### src/rtl/dense_layer_sgd_weight_update_defines.svh
// assertion macros used by the rtl back end
`ifndef DENSE_LAYER_SGD_WEIGHT_UPDATE_DEFINES_SVH
`define DENSE_LAYER_SGD_WEIGHT_UPDATE_DEFINES_SVH

// property that holds at every clock edge
`define DLSGD_ASSERT_ALWAYS(label, expr, msg) \
    label: assert property (@(posedge clk) disable iff (!rst_n) (expr)) \
        else $error(msg);

// property whose consequent holds in the cycle after the antecedent
`define DLSGD_ASSERT_NEXT(label, ante, cons, msg) \
    label: assert property (@(posedge clk) disable iff (!rst_n) (ante) |=> (cons)) \
        else $error(msg);

`endif

### src/rtl/dlsgd_pkg.sv
`default_nettype none

package dlsgd_pkg;

    localparam int MAX_INPUTS_DEF = 256;
    localparam int MAX_UNITS_DEF  = 256;

    localparam int OP_W    = 2;
    localparam int ROW_W   = 9;
    localparam int UNIT_W  = 8;
    localparam int VALUE_W = 32;
    localparam int LR_W    = 24;
    localparam int CNT_W   = 9;
    localparam int PROD_W  = 56;

    localparam int ROW_LSB   = 0;
    localparam int UNIT_LSB  = ROW_LSB + ROW_W;
    localparam int VALUE_LSB = UNIT_LSB + UNIT_W;

    localparam int IN_TDATA_W  = 56;
    localparam int IN_TUSER_W  = 2;
    localparam int OUT_TDATA_W = 32;
    localparam int OUT_TUSER_W = 2;

    localparam int CFG_INDEX_W = 2;
    localparam int CFG_DATA_W  = 24;

    localparam logic [CFG_INDEX_W-1:0] CFG_LEARNING_RATE = 2'd0;
    localparam logic [CFG_INDEX_W-1:0] CFG_INPUTS_IN_USE = 2'd1;
    localparam logic [CFG_INDEX_W-1:0] CFG_UNITS_IN_USE  = 2'd2;

    localparam logic [LR_W-1:0]  LR_RESET     = 24'd167772;
    localparam logic [CNT_W-1:0] INPUTS_RESET = 9'd256;
    localparam logic [CNT_W-1:0] UNITS_RESET  = 9'd256;

    localparam logic signed [VALUE_W-1:0] W_MAX = 32'sh7FFF_FFFF;
    localparam logic signed [VALUE_W-1:0] W_MIN = 32'sh8000_0000;

    localparam int QUEUE_DEPTH = 2;
    localparam int QUEUE_PTR_W = 1;
    localparam int QUEUE_CNT_W = 2;

    typedef enum logic [OP_W-1:0] {
        OP_WRITE = 2'd0,
        OP_READ  = 2'd1,
        OP_LOAD  = 2'd2,
        OP_DELTA = 2'd3
    } op_t;

    typedef struct packed {
        op_t                        op;
        logic                       err;
        logic [ROW_W-1:0]           row;
        logic [UNIT_W-1:0]          unit;
        logic signed [VALUE_W-1:0]  value;
        logic signed [PROD_W-1:0]   prod;
    } cmd_t;

endpackage

`default_nettype wire

### src/rtl/dlsgd_queue.sv
`default_nettype none

module dlsgd_queue (
    input  logic             clk,
    input  logic             rst_n,
    input  logic             push,
    input  dlsgd_pkg::cmd_t  push_cmd,
    output logic             full,
    output logic             head_valid,
    output dlsgd_pkg::cmd_t  head_cmd,
    input  logic             pop
);
    import dlsgd_pkg::*;

    cmd_t                   entry_reg [QUEUE_DEPTH];
    logic [QUEUE_PTR_W-1:0] wr_ptr_reg;
    logic [QUEUE_PTR_W-1:0] wr_ptr_next;
    logic [QUEUE_PTR_W-1:0] rd_ptr_reg;
    logic [QUEUE_PTR_W-1:0] rd_ptr_next;
    logic [QUEUE_CNT_W-1:0] count_reg;
    logic [QUEUE_CNT_W-1:0] count_next;
    logic                   do_push;
    logic                   do_pop;

    assign full       = (count_reg == QUEUE_CNT_W'(QUEUE_DEPTH));
    assign head_valid = (count_reg != '0);
    assign head_cmd   = entry_reg[rd_ptr_reg];
    assign do_push    = push && !full;
    assign do_pop     = pop && head_valid;

    always_comb
    begin
        wr_ptr_next = do_push ? wr_ptr_reg + 1'b1 : wr_ptr_reg;
        rd_ptr_next = do_pop ? rd_ptr_reg + 1'b1 : rd_ptr_reg;
        count_next  = count_reg;
        if (do_push && !do_pop)
        begin
            count_next = count_reg + 1'b1;
        end
        else if (do_pop && !do_push)
        begin
            count_next = count_reg - 1'b1;
        end
    end

    always_ff @(posedge clk or negedge rst_n)
    begin
        if (!rst_n)
        begin
            wr_ptr_reg <= '0;
            rd_ptr_reg <= '0;
            count_reg  <= '0;
        end
        else
        begin
            wr_ptr_reg <= wr_ptr_next;
            rd_ptr_reg <= rd_ptr_next;
            count_reg  <= count_next;
        end
    end

    always_ff @(posedge clk)
    begin
        if (do_push)
        begin
            entry_reg[wr_ptr_reg] <= push_cmd;
        end
    end

endmodule

`default_nettype wire

### config.mk
export PLATFORM = sky130hd
export DESIGN_NAME = dlsgd_queue
export DESIGN_NICKNAME = d
export VERILOG_FILES = /design/src/rtl/dense_layer_sgd_weight_update_defines.svh /design/src/rtl/dlsgd_pkg.sv /design/src/rtl/dlsgd_queue.sv
export SDC_FILE = /design/constraint.sdc
export NUM_CORES = 1
export LEC_CHECK = 0
export BUFFER_PORTS_ARGS = -buffer_cell sky130_fd_sc_hd__buf_2
export CAP_MARGIN = 20
export CORE_MARGIN = 8
export CORE_UTILIZATION = 40
export CTS_CLUSTER_SIZE = 16
export DETAILED_ROUTE_END_ITERATION = 12
export PLACE_DENSITY = 0.76
export SYNTH_ARGS = -nofsm -noshare
export SYNTH_HDL_FRONTEND = slang
export SYNTH_SLANG_ARGS = --single-unit
### constraint.sdc
create_clock -name clk -period 6 [get_ports clk]
set_input_delay 0 -clock clk [delete_from_list [all_inputs] [get_ports clk]]
set_output_delay 0 -clock clk [all_outputs]
set_load 0.01 [all_outputs]
==> impl_metrics.ini <==
[logic_synthesis]
synth_area_um2 = 8020
synth_nets = 468
synth_area_leader_cell = edfxtp_1
ys_seq_area_frac = 0.822
yosysTopAreaCellShare = 0.809
synth-seq-cells = 220
netlist_instances = 355
synth_cell_types = 15
synth_area_per_cell_um2 = 22.6
yosysWarnings = 0
ys_top_cells_by_area = edfxtp_1 81%, mux2_2 14%, mux2_4 1.9%

[die]
ios = 222
rows = 51
die_x_um = 158
fp.coreArea_um2 = 19600
start_util = 0.409
die_h_um = 158
fp.dieArea_um2 = 24800

[clock_tree]
cts_buffers = 23
cts_tree = built
post_cts_buffers = 0
clk_pin_slew_worst_paths_ps = 60
htree_levels = 1
root_buffer = clkbuf_16
clk_path_buf_depth = 3
clk-insertion-delay-late_ps = 490
clock_sinks = 220
cts_resized = 0

[global_routing]
grtUsageTotal = 0.143
first_global_vias = 5220
antenna_found_initial = 0
grt_max_degree = 62
grt_overflow = 0
grt_first_pass_wirelength_mm = 27.6

[finish]
nNetsFinal = 818
antennaDiodeCount = 0
area_growth_pct = 40.1
layout-drive-gt1-share = 0.506
largest_reg_flops = 216

[placement]
routabilityCongestion = 0.730
place_hpwl_mm = 10.9
io_buffer_count = 221
post-place-ws_ps = 3520

[pwr]
p_leak_nw = 4.26
power_density_nw_per_um2 = 448
irDropWorstVdd_mv = 0.505

[timing]
hold_viol = 0
slew_headroom = 0.431
fin_tns_setup_ps = 0
finClkSkew_ps = 9.62
worst_slack_ps = 3230
max_freq_ghz = 0.361
worstMarginPinSlew_ps = 853
period_needed_ps = 2770
finalSetupViolations = 0
slew_violations = 0
finalCritPeriodShare = 0.462
rsz0062_at_grt = false

[hold_path]
hp-start = push_cmd[1]
min_path_type = in -> reg
hold_end = entry_reg[1][1]
hold_path_depth = 2

[worst_setup_path]
worstSetupStartpointType = flop
r2r_slack_ps = 3500
r2r-start = count_reg[0]
cp.arrival_ps = 2770
r2r_cells = 3
crit_type = reg -> out
cp.required_ps = 6000
rr_endpoint = entry_reg[1][107]
startpoint = rd_ptr_reg
worstSetupEndpointType = output pin
cp_max_fo = 57

[route]
ant_nets = 0
viasPerCell = 4.66
drt-initial-drc-count = 257
firstDrtPassIters = 4
vias = 4576
routedWlPerCell_um = 18.5
drc = 0
postRouteWirelength_mm = 18.2

[flow_run]
cap_violations = 0

[outcome]
status = complete, no violations
-- area by class of cell --
| cell class | instances | area (um2) |
|---|---|---|
| clock inverters | 8 | 86.3 |
| well taps | 265 | 332 |
| fillers | 1440 | 8360 |
| flip-flops and latches | 220 | 6590 |
| repair buffers | 337 | 2260 |
| inverters | 2 | 7.51 |
| multi-input cells | 121 | 1360 |
| clock buffers | 30 | 602 |
-- kinds of logic (layout without fill, tap and decap cells) --
group	Yosys count	after routing	share of synthesized area
DFF	220	220	0.822
muxes	108	108	0.156
buffers and inverters	14	377	0.0108
and+or+nand+nor	7	7	0.00422
xor gates and xnor gates	5	5	0.00546
adders and majority gates	1	1	0.00156
-- timing repair --
| action | CTS | global route |
|---|---|---|
| endpoints found under the setup margin | 0 | 0 |
| hold buffers | 112 | 0 |
| endpoints found under the hold margin | 223 | 0 |
-- worst max-delay path, stage by stage (launching register included) --
cell and delay, ps:
dfrtp_4 900, buf_4 710, mux2_2 420, buf_2 150
-- per-stage QoR --
stage	hold WS, ps	cells	cell area [um2]	total power [mW]	util
finish	236	983	11200	5.03	0.573
detailed placement	-191	833	9420	3.69	0.481
global placement	-196	833	9420	3.64	0.481
global route	219	983	11200	5.28	0.573
floorplan	-296	355	8020	3.18	-
CTS	212	983	11200	5.08	0.573
-- cell usage in the layout (no fill, tap or decap) --
| cell type | netlist | layout |
|---|---|---|
| nand2b_1 | 1 | 1 |
| edfxtp_1 | 216 | 216 |
| buf_2 | 9 | 221 |
| bufinv_16 | 0 | 2 |
| dfrtp_1 | 4 | 3 |
| and3_4 | 0 | 1 |
| buf_4 | 0 | 4 |
| or2_2 | 1 | 1 |
| nor2_1 | 2 | 1 |
| nand2_1 | 2 | 2 |
| clkbuf_1 | 0 | 7 |
| dfrtp_4 | 0 | 1 |
| dlygate4sd3_1 | 0 | 112 |
| mux2_2 | 98 | 98 |
| clkbuf_16 | 0 | 23 |
| ha_1 | 1 | 1 |
| nor2_4 | 0 | 1 |
| clkinvlp_4 | 0 | 1 |
| xor2_1 | 2 | 2 |
| inv_1 | 2 | 2 |
| xnor2_1 | 3 | 3 |
| clkinv_1 | 0 | 5 |
| mux2_4 | 10 | 10 |
-- Yosys cell counts --
cell,number
nand2_1,2
and3_1,1
ha_1,1
or2_2,1
buf_6,3
buf_2,9
edfxtp_1,216
xnor2_1,3
inv_1,2
mux2_2,98
nor2_1,2
mux2_4,10
xor2_1,2
nand2b_1,1
dfrtp_1,4
-- report_power, final --
part / total, mW / internal, mW / switching, mW
registers: 2.26 / 2.11 / 0.156
logic: 1.45 / 0.694 / 0.761
clock network: 1.31 / 0.785 / 0.526
-- metal layers --
| layer | up-vias | global-route usage | wire, um |
|---|---|---|---|
| met5 | - | 0 | 0 |
| met4 | 0 | 0.0390 | 476 |
| met3 | 40 | 0.0452 | 1540 |
| met2 | 205 | 0.260 | 9360 |
| met1 | 2223 | 0.159 | 6840 |
| li1 | 2108 | - | - |
-- worst max path at each step --
stage | to | slack [ps]
5_1_grt | head_cmd[7] | 3090
6_report | head_cmd[7] | 3230
2_1_floorplan | entry_reg[0][0] | 310
4_1_cts | head_cmd[7] | 3160
3_5_place_dp | entry_reg[1][7] | 3520
3_3_place_gp | entry_reg[1][64] | 3630
Note: power is estimated with default switching activity, not from simulation.
